[config.mk]
export PLATFORM = sky130hd
export DESIGN_NAME = mode_select_task_deque
export DESIGN_NICKNAME = d
export VERILOG_FILES = /design/src/hdl/mstd_pkg.sv /design/src/hdl/mstd_ctrl.sv /design/src/hdl/mstd_dpath.sv /design/src/hdl/mode_select_task_deque.sv
export VERILOG_INCLUDE_DIRS = /design/src /design/src/hdl
export SDC_FILE = /design/constraint.sdc
export NUM_CORES = 1
export LEC_CHECK = 0
export BUFFER_PORTS_ARGS = -buffer_cell sky130_fd_sc_hd__buf_2
export CAP_MARGIN = 5
export CELL_PAD_IN_SITES_DETAIL_PLACEMENT = 2
export CELL_PAD_IN_SITES_GLOBAL_PLACEMENT = 2
export CORE_ASPECT_RATIO = 1.4
export CORE_MARGIN = 1
export CORE_UTILIZATION = 45
export DETAILED_ROUTE_END_ITERATION = 8
export GPL_ROUTABILITY_DRIVEN = 0
export PLACE_DENSITY_LB_ADDON = 0.1
export SLEW_MARGIN = 10
export SYNTH_ARGS = -nofsm -noshare
export SYNTH_HDL_FRONTEND = slang
export SYNTH_HIERARCHICAL = 1
export SYNTH_SLANG_ARGS = --single-unit
[constraint.sdc]
create_clock -name clk -period 6.6 [get_ports clk]
set_input_delay 0.99 -clock clk [delete_from_list [all_inputs] [get_ports clk]]
set_output_delay 0.99 -clock clk [all_outputs]
set_load 0.01 [all_outputs]
[src/hdl/mode_select_task_deque_assert.svh]
// ---------------------------------------------------------------------------
// Assertion macros for the task deque
// Clocked on clk, switched off while arst_n is low.
// ---------------------------------------------------------------------------
`ifndef MODE_SELECT_TASK_DEQUE_ASSERT_SVH
`define MODE_SELECT_TASK_DEQUE_ASSERT_SVH

// Antecedent and consequent in the same cycle.
`define MSTD_ASSERT_SAME(label, ante, cons) \
	label: assert property (@(posedge clk) disable iff (!arst_n) (ante) |-> (cons)) \
		else $error("mstd: same-cycle check failed");

// Consequent in the cycle after the antecedent.
`define MSTD_ASSERT_NEXT(label, ante, cons) \
	label: assert property (@(posedge clk) disable iff (!arst_n) (ante) |=> (cons)) \
		else $error("mstd: next-cycle check failed");

`endif

[src/hdl/mstd_pkg.sv]
// ---------------------------------------------------------------------------
// mstd_pkg
// Shared op codes, field widths and the controller command bundle.
// ---------------------------------------------------------------------------
package mstd_pkg;

	localparam int OP_W       = 2;
	localparam int TASK_OUT_W = 32;
	localparam int OCC_W      = 5;

	localparam logic [OP_W-1:0] OP_PUSH  = 2'd0;
	localparam logic [OP_W-1:0] OP_POP   = 2'd1;
	localparam logic [OP_W-1:0] OP_STEAL = 2'd2;

	typedef struct packed {
		logic take;      // accept input item, run the access
		logic load_out;  // move stage-1 result into the output register
	} mstd_cmd_t;

endpackage

[src/hdl/mstd_ctrl.sv]
// ---------------------------------------------------------------------------
// mstd_ctrl
// Handshake controller: tracks stage 1 and the output register.
// ---------------------------------------------------------------------------
`include "mode_select_task_deque_assert.svh"

module mstd_ctrl import mstd_pkg::*; (
	input  logic      clk,
	input  logic      arst_n,
	input  logic      in_valid,
	output logic      in_ready,
	output logic      out_valid,
	input  logic      out_ready,
	output mstd_cmd_t cmd
);

	// state = {stage-1 full, output register full}
	localparam logic [1:0] ST_IDLE = 2'b00;
	localparam logic [1:0] ST_OUT  = 2'b01;
	localparam logic [1:0] ST_S1   = 2'b10;
	localparam logic [1:0] ST_BOTH = 2'b11;

	logic [1:0] state_q;
	logic [1:0] state_nxt;
	logic       s1_full;
	logic       out_full;

	always_comb begin
		s1_full  = 1'b0;
		out_full = 1'b0;
		case (state_q)
			ST_IDLE: begin
				s1_full  = 1'b0;
				out_full = 1'b0;
			end
			ST_OUT: begin
				s1_full  = 1'b0;
				out_full = 1'b1;
			end
			ST_S1: begin
				s1_full  = 1'b1;
				out_full = 1'b0;
			end
			ST_BOTH: begin
				s1_full  = 1'b1;
				out_full = 1'b1;
			end
			default: begin
				s1_full  = 1'b0;
				out_full = 1'b0;
			end
		endcase
	end

	assign cmd.load_out = s1_full & (~out_full | out_ready);
	assign in_ready     = ~s1_full | cmd.load_out;
	assign cmd.take     = in_valid & in_ready;
	assign out_valid    = out_full;

	assign state_nxt = {cmd.take | (s1_full & ~cmd.load_out),
	                    cmd.load_out | (out_full & ~out_ready)};

	always_ff @(posedge clk or negedge arst_n) begin
		if (!arst_n) begin
			state_q <= ST_IDLE;
		end else begin
			state_q <= state_nxt;
		end
	end

	`MSTD_ASSERT_NEXT(a_take_fills_s1, cmd.take, state_q[1])
	`MSTD_ASSERT_NEXT(a_s1_drains, state_q == ST_S1, state_q[0])

endmodule

[src/hdl/mstd_dpath.sv]
// ---------------------------------------------------------------------------
// mstd_dpath
// Circular task store, front/back pointers, count and result registers.
// ---------------------------------------------------------------------------
`include "mode_select_task_deque_assert.svh"

module mstd_dpath import mstd_pkg::*; #(
	parameter int DEPTH      = 16,
	parameter int TASK_WIDTH = 32
) (
	input  logic                  clk,
	input  logic                  arst_n,
	input  logic                  cfg_we,
	input  logic                  cfg_wdata,
	input  mstd_cmd_t             cmd,
	input  logic [OP_W-1:0]       op,
	input  logic [TASK_OUT_W-1:0] task_word,
	output logic                  accepted,
	output logic [TASK_OUT_W-1:0] task_out,
	output logic [OCC_W-1:0]      occupancy
);

	localparam int AW = $clog2(DEPTH);
	localparam int CW = $clog2(DEPTH + 1);
	localparam logic [AW-1:0] LAST_IDX = AW'(DEPTH - 1);
	localparam logic [CW-1:0] FULL_CNT = CW'(DEPTH);

	logic                  push_at_front_q;
	logic [AW-1:0]         front_q;
	logic [AW-1:0]         back_q;
	logic [CW-1:0]         count_q;

	logic [TASK_WIDTH-1:0] mem [DEPTH];

	logic                  ok_s1;
	logic                  take_s1;
	logic [CW-1:0]         occ_s1;
	logic [TASK_WIDTH-1:0] rd_data_s1;

	logic                  accepted_q;
	logic [TASK_OUT_W-1:0] task_q;
	logic [OCC_W-1:0]      occ_q;

	logic                  is_push, is_pop, is_steal;
	logic                  push_ok, take_ok;
	logic [AW-1:0]         front_up, front_dn, back_up, back_dn;
	logic [AW-1:0]         wr_addr, rd_addr;
	logic [CW-1:0]         count_nxt;

	logic [TASK_WIDTH+TASK_OUT_W-1:0] wr_ext;
	logic [TASK_WIDTH+TASK_OUT_W-1:0] rd_ext;
	logic [CW+OCC_W-1:0]              occ_ext;

	assign is_push  = (op == OP_PUSH);
	assign is_pop   = (op == OP_POP);
	assign is_steal = (op == OP_STEAL);
	assign push_ok  = is_push & (count_q != FULL_CNT);
	assign take_ok  = (is_pop | is_steal) & (count_q != '0);

	// modulo-DEPTH stepping, DEPTH need not be a power of two
	assign front_up = (front_q == LAST_IDX) ? '0 : front_q + 1'b1;
	assign front_dn = (front_q == '0) ? LAST_IDX : front_q - 1'b1;
	assign back_up  = (back_q == LAST_IDX) ? '0 : back_q + 1'b1;
	assign back_dn  = (back_q == '0) ? LAST_IDX : back_q - 1'b1;

	assign wr_addr = push_at_front_q ? front_dn : back_q;
	assign rd_addr = is_pop ? front_q : back_dn;

	assign wr_ext = {{TASK_WIDTH{1'b0}}, task_word};

	always_comb begin
		count_nxt = count_q;
		if (push_ok) begin
			count_nxt = count_q + 1'b1;
		end else if (take_ok) begin
			count_nxt = count_q - 1'b1;
		end
	end

	always_ff @(posedge clk or negedge arst_n) begin
		if (!arst_n) begin
			push_at_front_q <= 1'b0;
		end else if (cfg_we) begin
			push_at_front_q <= cfg_wdata;
		end
	end

	always_ff @(posedge clk or negedge arst_n) begin
		if (!arst_n) begin
			front_q <= '0;
			back_q  <= '0;
			count_q <= '0;
		end else if (cmd.take) begin
			count_q <= count_nxt;
			if (push_ok) begin
				if (push_at_front_q) begin
					front_q <= front_dn;
				end else begin
					back_q <= back_up;
				end
			end else if (take_ok) begin
				if (is_pop) begin
					front_q <= front_up;
				end else begin
					back_q <= back_dn;
				end
			end
		end
	end

	// task store: one write port, one registered read port
	always_ff @(posedge clk) begin
		if (cmd.take & push_ok) begin
			mem[wr_addr] <= wr_ext[TASK_WIDTH-1:0];
		end
		if (cmd.take & take_ok) begin
			rd_data_s1 <= mem[rd_addr];
		end
	end

	always_ff @(posedge clk) begin
		if (cmd.take) begin
			ok_s1   <= push_ok | take_ok;
			take_s1 <= take_ok;
			occ_s1  <= count_nxt;
		end
	end

	assign rd_ext  = {{TASK_OUT_W{1'b0}}, rd_data_s1};
	assign occ_ext = {{OCC_W{1'b0}}, occ_s1};

	always_ff @(posedge clk) begin
		if (cmd.load_out) begin
			accepted_q <= ok_s1;
			task_q     <= take_s1 ? rd_ext[TASK_OUT_W-1:0] : '0;
			occ_q      <= occ_ext[OCC_W-1:0];
		end
	end

	assign accepted  = accepted_q;
	assign task_out  = task_q;
	assign occupancy = occ_q;

	`MSTD_ASSERT_SAME(a_count_bound, 1'b1, count_q <= FULL_CNT)
	`MSTD_ASSERT_SAME(a_full_ptrs, count_q == FULL_CNT || count_q == '0, front_q == back_q)
	`MSTD_ASSERT_NEXT(a_take_dec, cmd.take && take_ok, count_q == $past(count_q) - 1'b1)

endmodule

[src/hdl/mode_select_task_deque.sv]
// ---------------------------------------------------------------------------
// mode_select_task_deque
// Bounded double-ended task queue with push-to-front (LIFO) or push-to-back
// selected by a configuration bit; pop takes the front, steal the back.
// ---------------------------------------------------------------------------
//  channel  | handshake              | payload
//  ---------+------------------------+-------------------------------------
//  input    | in_valid / in_ready    | op, task_word
//  result   | out_valid / out_ready  | accepted, task_out, occupancy
//  config   | cfg_we (no wait)       | cfg_wdata -> push_at_front
//
//  out_valid rises once the result has passed stage 1 (the registered
//  task store read) and been loaded into the output register.
//  One transfer per cycle is sustained while out_ready stays high.
//  A stalled result waits in the output register while stage 1 takes one
//  further access; in_ready drops only when both are full.
//  Asynchronous active-low reset empties the queue and clears push_at_front.
// ---------------------------------------------------------------------------
module mode_select_task_deque import mstd_pkg::*; #(
	parameter int DEPTH      = 16,
	parameter int TASK_WIDTH = 32
) (
	input  logic                  clk,
	input  logic                  arst_n,
	// configuration
	input  logic                  cfg_we,
	input  logic                  cfg_wdata,
	// input channel
	input  logic                  in_valid,
	output logic                  in_ready,
	input  logic [OP_W-1:0]       op,
	input  logic [TASK_OUT_W-1:0] task_word,
	// result channel
	output logic                  out_valid,
	input  logic                  out_ready,
	output logic                  accepted,
	output logic [TASK_OUT_W-1:0] task_out,
	output logic [OCC_W-1:0]      occupancy
);

	mstd_cmd_t cmd;

	// controller: owns the valid/ready bookkeeping of stage 1 and output
	mstd_ctrl u_ctrl (
		.clk       (clk),
		.arst_n    (arst_n),
		.in_valid  (in_valid),
		.in_ready  (in_ready),
		.out_valid (out_valid),
		.out_ready (out_ready),
		.cmd       (cmd)
	);

	// datapath: pointers, count, task store and result registers
	mstd_dpath #(
		.DEPTH      (DEPTH),
		.TASK_WIDTH (TASK_WIDTH)
	) u_dpath (
		.clk       (clk),
		.arst_n    (arst_n),
		.cfg_we    (cfg_we),
		.cfg_wdata (cfg_wdata),
		.cmd       (cmd),
		.op        (op),
		.task_word (task_word),
		.accepted  (accepted),
		.task_out  (task_out),
		.occupancy (occupancy)
	);

endmodule

==> reports/qor.csv, run 1 <==
stage,metric,value,unit
logic_synthesis,number of synthesized flops with an enable pin,589,
logic_synthesis,Synth top area share,76.4,%
cts,CTS max path bufs,3,
cts,H-tree depth,2,
power_and_ir_drop,Max VDD drop,0.331,mV
timing,maximum clock skew at final layout,0.0298,ns
setup_path,CP Class,flop to flop,
detailed_routing,Routed WL per cell,33.9,um
floorplanning,Std-Cell Rows,98,
cts,Worst-path clk slew,0.07,ns
cts,CTS root buf,clkbuf_16,
detailed_routing,via count,11400,
logic_synthesis,Synth Cell Area,23100,sq um
final_layout,share of cells above drive strength 1,27.9,%
timing,RSZ-0062 raised after global routing,no,
logic_synthesis,register area share after synthesis,78.1,%
logic_synthesis,"count leader, synth",edfxtp_1,
cts,total CTS buffers,58,
floorplanning,# IOs,80,
timing,Final setup viols,0,
detailed_routing,Starting DRT DRC Count,891,
logic_synthesis,synth cell count leaders,"edfxtp_1, mux4_2, a22oi_1, nand2_1, and2_1",
detailed_routing,DRC Markers,0,
power_and_ir_drop,pwr dens,432,nW/um^2
global_routing,antenna violations before repair,3,
timing,Final Slew Violations,0,
timing,Hold Fails Final Rpt,0,
floorplanning,core area,50900,sq um
logic_synthesis,Synth Flop Type,edfxtp_1,
timing,setup_tns,0,ns
global_routing,GRT Total Usage,25.1,%
cts,Clock Latency Late Sink,0.61,ns
timing,Period minus WS final,4.04,ns
logic_synthesis,post-synth cell types,55,
logic_synthesis,post-synth net total,1132,
detailed_routing,Post-DRT Antenna Nets,0,
logic_synthesis,Area contributors post-synth,"edfxtp_1, mux4_2, a22oi_1",
setup_path,CP Launch Type,flop,
logic_synthesis,Synth Instances,1084,
final_layout,design area,26300,sq um
global_routing,vias in the first global route,12800,
final_layout,# diodes,0,
detailed_routing,total wire length,64100,um
global_routing,largest net degree at the start of global routing,129,
setup_path,"critical path, cell by cell",inv_1 > ha_1 > nand4bb_1 > and2_1 > and3_1 > nand2_1 > nor2_4 > buf_4,
cts,"Gates resized, CTS repair",0,
timing,Tcrit/Tclk final,61.2,%
status,outcome,completed,
placement,IO Port Bufs,79,
final_layout,nets@finish,1246,
cts,CTS sink cnt,605,
setup_path,CP Capture Type,flop,
power_and_ir_drop,Static Leak,8.50,nW
placement,Post-Place Cells,1788,
timing,relative max-transition margin,24.5,%
setup_path,"Data arrival, critical path",4.28,ns
global_routing,total grt overflow,0,
setup_path,CP max FO,18,
job,Max-Cap Viols,0,
floorplanning,initial cell density of the core,45.5,%
final_layout,Final Non-Filler Cells,1891,
cts,# Post-CTS Setup Buffers,0,
placement,Placement Cell Area,24500,sq um
logic_synthesis,Post-Syn Area per Cell,21.4,sq um
final_layout,Register Area,18100,sq um
floorplanning,Die W,194,um
setup_path,crit path max-delay cell type,nor2_4,
floorplanning,die area,52400,sq um
floorplanning,die height,270,um
min_path,Min-Delay Path Class,input pin to asynchronous set/reset pin,
logic_synthesis,ys async rst share,2.64,%
placement,HPWL after detailed placement,35100,um
setup_path,"Req. time, crit path",6.84,ns
global_routing,first-pass GRT wire length,92400,um
logic_synthesis,YS warnings,6,
detailed_routing,drt pass-1 iters,5,
final_layout,multi-input combinational cell area,4890,sq um
detailed_routing,via/cell ratio,6.03,
setup_path,"CP delay by family, top",simple AND/OR/NAND/NOR gates,
setup_path,Worst path max stage delay,0.88,ns
timing,Max Clk Rate,0.247,GHz
logic_synthesis,#FFs+latches synth,605,
final_layout,# fillers,4361,
cts,# hold bufs at CTS,0,
setup_path,CP bufs+invs,2,
cts,CTS tree,yes,
timing,Least-Margin Pin Slew,1.13,ns
final_layout,P&R area growth vs syn,13.6,%
logic_synthesis,Synth area leader,edfxtp_1,
-- registers in the layout, indices dropped and copies added (netlist names) --
name	count
u_dpath/task_out	32
u_dpath/mem	512
u_dpath/take_s1	1
u_dpath/count_q	5
u_dpath/accepted	1
u_dpath/back_q	4
u_dpath/push_at_front_q	1
u_dpath/ok_s1	1
u_dpath/rd_data_s1	32
u_dpath/occupancy	5
u_dpath/occ_s1	5
u_dpath/front_q	4
u_ctrl/state_q	2
-- logic make-up (layout without fill, tap and decap cells) --
kind of cell,count (synthesis),count (layout),synth area share (%)
buffers and inverters,67,224,1.51
flip-flops,605,605,78.1
XOR/XNOR,12,12,0.454
AO/OA/AOI/OAI,112,112,3.46
multiplexers,134,134,12.7
adder cells (fa/ha/maj),8,8,0.432
AND/OR/NAND/NOR,146,146,3.27
-- through the flow --
step | worst slack [ns] | hold slack, ns | power [mW] | utilization (%)
floorplan | 2.52 | 0.400 | 7.06 | -
global placement | 2.37 | 0.404 | 8.08 | 48.1
global route | 2.43 | 0.348 | 11.8 | 51.7
CTS | 2.59 | 0.315 | 11.5 | 51.7
finish | 2.56 | 0.329 | 11.4 | 51.7
detailed placement | 2.20 | 0.413 | 8.18 | 48.1
-- layout make-up --
type	instances	area share, %
Sequential cell	605	68.8
Timing Repair Buffer	108	2.43
Multi-Input combinational cell	412	18.6
Inverter	13	0.186
Clock buffer	74	5.78
Tap cell	650	3.09
Clock inverter	29	1.15
-- per-layer routing --
metal  wire length, um  GRT usage [%]
met5                17              0
met3              2710           3.35
met4              1590           7.56
met1             25200           31.2
met2             34600           45.6
-- layout by cell type, fill, tap and decap left out, drive strengths merged, types with 16 or more instances in the layout --
| cell type | synthesis | layout |
|---|---|---|
| edfxtp | 589 | 589 |
| mux4 | 128 | 128 |
| buf | 36 | 108 |
| clkbuf | 18 | 74 |
| a22oi | 65 | 65 |
| nand2 | 54 | 54 |
| and2 | 35 | 35 |
| nor2 | 22 | 22 |
| clkinv | 0 | 20 |
| dfrtp | 16 | 16 |
-- worst reg2reg max path, stage by stage, from the launching register on --
cell	delay (ns)
dfrtp_1	0.45
inv_1	0.13
ha_1	0.26
nand4bb_1	0.17
and2_1	0.69
and3_1	0.32
nand2_1	0.27
nor2_4	0.88
buf_4	0.52
-- path summary, 6_finish.rpt --
path | start | end | slack, ns | cells after the start
worst min-delay path | arst_n | u_dpath/front_q[2]$_DFFE_PN0P_ | 0.33 | 1
worst max-delay path | u_dpath/count_q[0]$_DFFE_PN0P_ | u_dpath/mem[1][7]$_DFFE_PP_ | 2.56 | 8
worst max register to register | u_dpath/count_q[0]$_DFFE_PN0P_ | u_dpath/mem[1][7]$_DFFE_PP_ | 2.56 | 8
max in group asynchronous | arst_n | u_dpath/count_q[3]$_DFFE_PN0P_ | 5.96 | 1
min in group clk | u_dpath/occ_s1[3]$_DFFE_PP_ | u_dpath/occupancy[3]$_DFFE_PP_ | 0.43 | 0
worst min register to register | u_dpath/occ_s1[3]$_DFFE_PP_ | u_dpath/occupancy[3]$_DFFE_PP_ | 0.43 | 0
-- power breakdown --
group	leakage [nW]	internal (mW)	switching, mW
sequential	5.53	4.57	0.158
clock	0.883	1.86	1.44
combinational	2.09	1.39	1.96
total	8.50	7.82	3.56
No activity file was read; power rests on OpenSTA's default activity.
==> inputs of run 2 (changes only) <==
--- a/config.mk
+++ b/config.mk
@@ -12,7 +12,7 @@
 export CELL_PAD_IN_SITES_GLOBAL_PLACEMENT = 2
 export CORE_ASPECT_RATIO = 1.4
 export CORE_MARGIN = 1
-export CORE_UTILIZATION = 45
+export CORE_UTILIZATION = 44
 export DETAILED_ROUTE_END_ITERATION = 8
 export GPL_ROUTABILITY_DRIVEN = 0
 export PLACE_DENSITY_LB_ADDON = 0.1
==> constraint.sdc (replaced) <==
create_clock -name clk -period 3.25 [get_ports clk]
set_input_delay 0.4875 -clock clk [delete_from_list [all_inputs] [get_ports clk]]
set_output_delay 0.4875 -clock clk [all_outputs]
set_load 0.01 [all_outputs]
==> run 2 against run 1 <==
  * Die area increased by 2.3%
  * Clock power rose by 92%
  * Sequential power up 100%
  * Cell count increased by 2.2%
  * Non-clock buffer count up 36
  * Critical path depth is 1 higher
  * Register-to-register slack worse by 2.2 ns
  * Power grew 100%
  * Critical endpoint is now u_dpath/rd_data_s1[11]$_DFFE_PP_
  * Worst setup slack worse by 2.2 ns
  * Global-route usage shrank 1.6 points
  * Worst hold slack worse by 0.22 ns
==> reports/qor.csv, run 2 (synthesis results as in run 1) <==
stage,metric,value,unit,change
status,outcome,completed,,
timing,Period minus WS final,2.93,ns,-1.11 ns
final_layout,"most common cell after layout, fill and taps aside",edfxtp_1,,
timing,Hold Fails Final Rpt,0,,unchanged
final_layout,P&R area growth vs syn,15.8,%,
min_path,Hold Path Origin,in_valid,,
detailed_routing,DR top layer,met5,,
cts,CTS tree,yes,,
final_layout,Top reg by flops,u_dpath/mem,,
setup_path,CP max FO,21,,+3
detailed_routing,metal3 WL,2310,um,-15%
cts,total CTS buffers,58,,unchanged
detailed_routing,Routed WL per cell,31.5,um,-7.1%
setup_path,internal reg-to-reg setup slack,0.32,ns,-2.24 ns
cts,CTS sink cnt,605,,unchanged
placement,HPWL after detailed placement,35500,um,+1.3%
cts,H-tree depth,2,,unchanged
setup_path,R2R Path End,u_dpath/rd_data_s1[11]$_DFFE_PP_,,
timing,Final setup viols,0,,unchanged
setup_path,CP Class,flop to flop,,
final_layout,share of cells above drive strength 1,29.9,%,+2.0 points
timing,Tcrit/Tclk final,90.2,%,+29 points
setup_path,"Data arrival, critical path",3.28,ns,-1.00 ns
power_and_ir_drop,Static Leak,8.74,nW,+2.8%
timing,Least-Margin Pin Slew,0.664,ns,-0.462 ns
setup_path,Crit Reg-Reg Startpoint,u_dpath/back_q[1]$_DFFE_PN0P_,,
floorplanning,Std-Cell Rows,99,,+1.0%
power_and_ir_drop,Comb power frac,31.2,%,+1.8 points
detailed_routing,Post-DRT Antenna Nets,0,,unchanged
min_path,Hold EP,u_ctrl/state_q[1]$_DFF_PN0_,,
power_and_ir_drop,sequential share of power,41.4,%,-0.2 points
power_and_ir_drop,Sw Pwr,7.14,mW,+100%
timing,RSZ-0062 raised after global routing,no,,
detailed_routing,DRC Markers,0,,unchanged
final_layout,Largest register FFs,512,,unchanged
final_layout,"commonest cells after routing, fill and taps aside","edfxtp_1, mux4_2, buf_2",,
cts,Worst-path clk slew,0.06,ns,about the same
global_routing,antenna violations before repair,2,,-1
power_and_ir_drop,clock share of power,27.4,%,-1.5 points
placement,Post-Place Cells,1829,,+2.3%
floorplanning,Die W,196,um,+1.1%
detailed_routing,via count,11300,,-0.64%
global_routing,GRT Total Usage,23.5,%,-1.6 points
min_path,Min-Delay Path Class,input pin to flop,,
cts,# Post-CTS Setup Buffers,0,,unchanged
floorplanning,core area,52000,sq um,+2.2%
timing,Max Clk Rate,0.341,GHz,+38%
setup_path,Reg2Reg Depth,9,,+1
final_layout,nets@finish,1282,,+2.9%
global_routing,first-pass GRT wire length,88600,um,-4.1%
global_routing,total grt overflow,0,,unchanged
detailed_routing,drt pass-1 iters,4,,-1
timing,maximum clock skew at final layout,0.0185,ns,-0.0114 ns
timing,setup_tns,0,ns,unchanged
placement,IO Port Bufs,79,,unchanged
floorplanning,# IOs,80,,unchanged
power_and_ir_drop,Max VDD drop,0.566,mV,+71%
floorplanning,initial cell density of the core,44.5,%,-1.0 points
timing,relative max-transition margin,54.4,%,+30 points
placement,Placement Cell Area,25100,sq um,+2.4%
cts,CTS root buf,clkbuf_16,,
detailed_routing,Starting DRT DRC Count,772,,-13%
global_routing,largest net degree at the start of global routing,53,,-59%
detailed_routing,DRT met1 WL,24400,um,-3.1%
timing,Final Slew Violations,0,,unchanged
global_routing,vias in the first global route,12700,,-0.71%
detailed_routing,via/cell ratio,5.86,,-2.7%
cts,Clock Latency Late Sink,0.62,ns,about the same
setup_path,CP Launch Type,flop,,
detailed_routing,total wire length,60900,um,-5.0%
power_and_ir_drop,total power,23.1,mW,+100%
detailed_routing,met2 wire length,32900,um,-5.0%
setup_path,CP Capture Type,flop,,
power_and_ir_drop,pwr dens,862,nW/um^2,+99%
cts,CTS max path bufs,3,,unchanged
final_layout,Final Non-Filler Cells,1932,,+2.2%
power_and_ir_drop,switching fraction of total power,30.9,%,-0.37 points
setup_path,"Req. time, crit path",3.60,ns,-3.24 ns
final_layout,# diodes,0,,unchanged
job,Max-Cap Viols,0,,unchanged
timing,post-route setup slack,0.320,ns,-2.24 ns
floorplanning,die area,53500,sq um,+2.3%
placement,pre-CTS setup slack,0.272,ns,-1.93 ns
final_layout,Util after Layout,51.5,%,-0.16 points
power_and_ir_drop,internal power,16.0,mW,+100%
timing,Fin Hold WS,0.107,ns,-0.222 ns
final_layout,design area,26800,sq um,+1.9%
min_path,worst hold stages,2,,
floorplanning,die height,273,um,+1.1%
[run 2: cell count changes in the layout (fill, tap and decap cells not counted)]
cell	before	now
buf_4	27	36
clkinv_8	1	0
inv_6	0	1
clkbuf_8	1	0
clkbuf_1	15	12
dlygate4sd3_1	0	1
clkinv_1	10	12
bufinv_16	6	2
clkinv_2	9	13
buf_12	2	28
clkbuf_16	58	59
[run 2: layer usage]
| layer | vias to the layer above | track usage, % |
|---|---|---|
| met4 | 2 | 6.00 |
| li1 | 4785 | - |
| met1 | 6199 | 29.8 |
| met5 | - | 0 |
| met3 | 86 | 3.28 |
| met2 | 253 | 42.5 |
[run 2: worst max-delay path, stage by stage, from the launching register on]
cell and delay [ns]:
dfrtp_1 0.45, inv_1 0.08, ha_1 0.25, nor3b_2 0.19, o22ai_4 0.23, buf_12 0.28, buf_12 0.22, mux4_2 0.54
a22oi_1 0.28, nand2_1 0.11
[run 2: how the worst max path moves through the flow]
stage                                              from                          endpoint  slack (ns)  cells after the start
after floorplan                               out_ready      u_dpath/mem[11][0]$_DFFE_PP_       -0.32                      6
after global placement                            op[1]  u_dpath/rd_data_s1[21]$_DFFE_PP_        0.31                     10
after detailed placement                          op[1]  u_dpath/rd_data_s1[21]$_DFFE_PP_        0.27                     10
after CTS                 u_dpath/back_q[1]$_DFFE_PN0P_  u_dpath/rd_data_s1[11]$_DFFE_PP_        0.26                      9
after global routing      u_dpath/back_q[1]$_DFFE_PN0P_  u_dpath/rd_data_s1[11]$_DFFE_PP_        0.16                      9
final                     u_dpath/back_q[1]$_DFFE_PN0P_  u_dpath/rd_data_s1[11]$_DFFE_PP_        0.32                      9
[run 2: what timing repair did]
| item | in CTS | in global routing |
|---|---|---|
| hold buffers | 1 | 0 |
| endpoints found under the hold margin | 16 | 0 |
| resized for setup | 0 | 0 |
[run 2: layout make-up]
type,count,area [sq um]
clock inverter,31,201
multi-input combinational,412,4890
tap,656,821
timing repair buffer,144,1240
inverter,13,48.8
sequential,605,18100
fill,4509,25200
clock buffer,71,1520
[run 2: power by group through the flow]
| stage | clock [mW] | sequential [mW] | combinational, mW |
|---|---|---|---|
| after global placement | 0 | 9.71 | 7.08 |
| final | 6.33 | 9.57 | 7.21 |
| after global routing | 6.72 | 9.62 | 7.76 |
| after floorplan | 0 | 9.63 | 4.71 |
| after detailed placement | 0 | 9.74 | 7.30 |
| after CTS | 6.50 | 9.59 | 7.38 |
==> inputs of run 3 (changes only) <==
--- a/config.mk
+++ b/config.mk
@@ -12,7 +12,8 @@
 export CELL_PAD_IN_SITES_GLOBAL_PLACEMENT = 2
 export CORE_ASPECT_RATIO = 1.4
 export CORE_MARGIN = 1
-export CORE_UTILIZATION = 44
+export CORE_UTILIZATION = 45
+export CTS_BUF_LIST = sky130_fd_sc_hd__clkbuf_8
 export DETAILED_ROUTE_END_ITERATION = 8
 export GPL_ROUTABILITY_DRIVEN = 0
 export PLACE_DENSITY_LB_ADDON = 0.1
==> run 3 against run 2 <==
  * Combinational power about the same
  * Critical path type unchanged
  * Largest power group unchanged
  * Via count increased by 3.0%
  * Global-route usage increased by 0.92 points
  * Flip-flop and latch count unchanged
  * Final area decreased by 0.16%
==> reports/qor.csv, run 3 (synthesis results as in run 1) <==
stage,metric,value,unit,change
timing,maximum clock skew at final layout,0.0272,ns,+0.00870 ns
job,Max-Cap Viols,0,,unchanged
setup_path,CP bufs+invs,3,,unchanged
global_routing,largest net degree at the start of global routing,61,,+15%
setup_path,"CP delay by family, top",simple AND/OR/NAND/NOR gates,,
timing,post-route setup slack,0.256,ns,-0.0640 ns
setup_path,CP Capture Type,flop,,
setup_path,CP max FO,20,,-4.8%
final_layout,"most common cell after layout, fill and taps aside",edfxtp_1,,
power_and_ir_drop,Max VDD drop,0.686,mV,+21%
final_layout,Largest register FFs,512,,unchanged
detailed_routing,total wire length,61900,um,+1.7%
floorplanning,die area,52400,sq um,-2.2%
setup_path,Reg2Reg Depth,9,,unchanged
power_and_ir_drop,internal power,15.4,mW,-3.5%
setup_path,Crit Reg-Reg Startpoint,u_dpath/count_q[0]$_DFFE_PN0P_,,
global_routing,total grt overflow,0,,unchanged
min_path,Hold Path Origin,cfg_we,,
detailed_routing,via/cell ratio,5.83,,-0.58%
detailed_routing,Routed WL per cell,30.9,um,-1.8%
setup_path,CP Launch Type,flop,,
setup_path,crit path max-delay cell type,dfrtp_1,,
status,outcome,completed,,
timing,relative max-transition margin,34.4,%,-20 points
cts,# Post-CTS Setup Buffers,0,,unchanged
setup_path,Worst path max stage delay,0.45,ns,-0.09 ns
detailed_routing,drt pass-1 iters,5,,+1
setup_path,R2R Path End,u_dpath/mem[4][20]$_DFFE_PP_,,
floorplanning,initial cell density of the core,45.5,%,+1.0 points
global_routing,GRT Total Usage,24.4,%,+0.92 points
setup_path,internal reg-to-reg setup slack,0.26,ns,-0.06 ns
power_and_ir_drop,clock share of power,26.2,%,-1.2 points
timing,Max Clk Rate,0.334,GHz,-2.1%
timing,Fin Hold WS,0.0623,ns,-0.0450 ns
global_routing,first-pass GRT wire length,90900,um,+2.5%
power_and_ir_drop,Sw Pwr,7.28,mW,+1.9%
cts,Worst-path clk slew,0.06,ns,about the same
placement,HPWL after detailed placement,36300,um,+2.1%
setup_path,Critical Path Most Common Cell,buf_4,,
final_layout,P&R area growth vs syn,15.6,%,
detailed_routing,DRC Markers,0,,unchanged
timing,Tcrit/Tclk final,92.1,%,+2.0 points
power_and_ir_drop,Static Leak,8.85,nW,+1.3%
final_layout,nets@finish,1319,,+2.9%
floorplanning,Die W,194,um,-1.1%
cts,# hold bufs at CTS,3,,+2
floorplanning,die height,270,um,-1.1%
min_path,worst hold stages,2,,unchanged
global_routing,antenna violations before repair,9,,+7
setup_path,"critical path, cell by cell",inv_1 > ha_1 > nand4bb_1 > and2_1 > buf_4 > and3_1 > nand2b_1 > nor2_4 > buf_4,,
power_and_ir_drop,Comb power frac,31.6,%,+0.4 points
timing,Least-Margin Pin Slew,0.984,ns,+0.319 ns
global_routing,vias in the first global route,13100,,+3.5%
cts,H-tree depth,3,,+1
setup_path,"Req. time, crit path",3.57,ns,-0.03 ns
timing,Final Slew Violations,0,,unchanged
setup_path,CP Class,flop to flop,,
placement,IO Port Bufs,79,,unchanged
detailed_routing,Starting DRT DRC Count,779,,+0.91%
floorplanning,# IOs,80,,unchanged
final_layout,"commonest cells after routing, fill and taps aside","edfxtp_1, mux4_2, clkbuf_8",,
cts,CTS max path bufs,3,,unchanged
cts,CTS sink cnt,605,,unchanged
detailed_routing,via count,11700,,+3.0%
final_layout,share of cells above drive strength 1,31.3,%,+1.4 points
min_path,Hold EP,u_dpath/push_at_front_q$_DFFE_PN0P_,,
cts,Clock Latency Late Sink,0.69,ns,+0.07 ns
min_path,Min-Delay Path Class,input pin to flop,,
timing,Hold Fails Final Rpt,0,,unchanged
power_and_ir_drop,sequential share of power,42.2,%,+0.8 points
cts,"Gates resized, CTS repair",0,,unchanged
timing,Final setup viols,0,,unchanged
floorplanning,Std-Cell Rows,98,,-1.0%
detailed_routing,Post-DRT Antenna Nets,0,,unchanged
timing,RSZ-0062 raised after global routing,no,,
final_layout,Top reg by flops,u_dpath/mem,,
power_and_ir_drop,switching fraction of total power,32.1,%,+1.2 points
power_and_ir_drop,total power,22.7,mW,-1.9%
setup_path,"Data arrival, critical path",3.31,ns,+0.03 ns
cts,total CTS buffers,92,,+59%
floorplanning,core area,50900,sq um,-2.2%
timing,Period minus WS final,2.99,ns,+0.0640 ns
cts,CTS root buf,clkbuf_8,,
power_and_ir_drop,pwr dens,847,nW/um^2,-1.7%
placement,pre-CTS setup slack,0.261,ns,-0.0117 ns
cts,CTS tree,yes,,
## run 3: changes by cell type in the layout (fill, tap and decap cells not counted), sizes merged
| cell | change |
|---|---|
| clkbuf | +21 |
| buf | +1 |
| diode | +4 |
| clkinvlp | +1 |
| dlygate4sd3 | +2 |
| inv | +27 |
| clkinv | +19 |
| bufinv | +1 |
## run 3: final cells by class
cell class | instances | area [sq um]
Clock inverter | 79 | 447
Tap cell | 650 | 813
Inverter | 13 | 48.8
Sequential cell | 605 | 18100
Multi-Input combinational cell | 412 | 4890
Timing Repair Buffer | 147 | 1200
Antenna cell | 4 | 10.0
Fill cell | 4303 | 24100
Clock buffer | 92 | 1270
## run 3: how the worst max path moves through the flow
stage          slack, ns                           start                                to  cells past startpoint
2_1_floorplan      -0.32                       out_ready      u_dpath/mem[11][0]$_DFFE_PP_                      6
3_3_place_gp        0.39                           op[1]  u_dpath/rd_data_s1[23]$_DFFE_PP_                     10
3_5_place_dp        0.26                           op[1]  u_dpath/rd_data_s1[13]$_DFFE_PP_                     10
4_1_cts             0.26  u_dpath/count_q[0]$_DFFE_PN0P_      u_dpath/mem[4][11]$_DFFE_PP_                      9
5_1_grt             0.13  u_dpath/count_q[0]$_DFFE_PN0P_      u_dpath/mem[4][20]$_DFFE_PP_                      9
6_report            0.26  u_dpath/count_q[0]$_DFFE_PN0P_      u_dpath/mem[4][20]$_DFFE_PP_                      9
## run 3: through the flow
step / cells / setup TNS (ns) / util, % / instance area [sq um]
2_1_floorplan: 1084 / -59.24 / - / 23200
3_3_place_gp: 1824 / 0 / 49.2 / 25000
3_5_place_dp: 1824 / 0 / 49.2 / 25000
4_1_cts: 1998 / 0 / 52.6 / 26800
5_1_grt: 2002 / 0 / 52.6 / 26800
6_report: 2002 / 0 / 52.6 / 26800
## run 3: power by group through the flow
| stage | Sequential [mW] | Combinational, mW | Clock [mW] |
|---|---|---|---|
| after floorplan | 9.63 | 4.71 | 0 |
| after global placement | 9.71 | 7.02 | 0 |
| after detailed placement | 9.74 | 7.29 | 0 |
| after CTS | 9.58 | 7.33 | 6.13 |
| after global routing | 9.62 | 7.66 | 6.43 |
| final | 9.58 | 7.18 | 5.93 |
## run 3: metal layers
| metal | wire (um) | vias up | GRT usage, % |
|---|---|---|---|
| li1 | - | 4882 | - |
| met1 | 24900 | 6349 | 30.8 |
| met2 | 32800 | 350 | 43.0 |
| met3 | 2840 | 84 | 3.70 |
| met4 | 1370 | 2 | 8.51 |
| met5 | 13 | - | 0 |
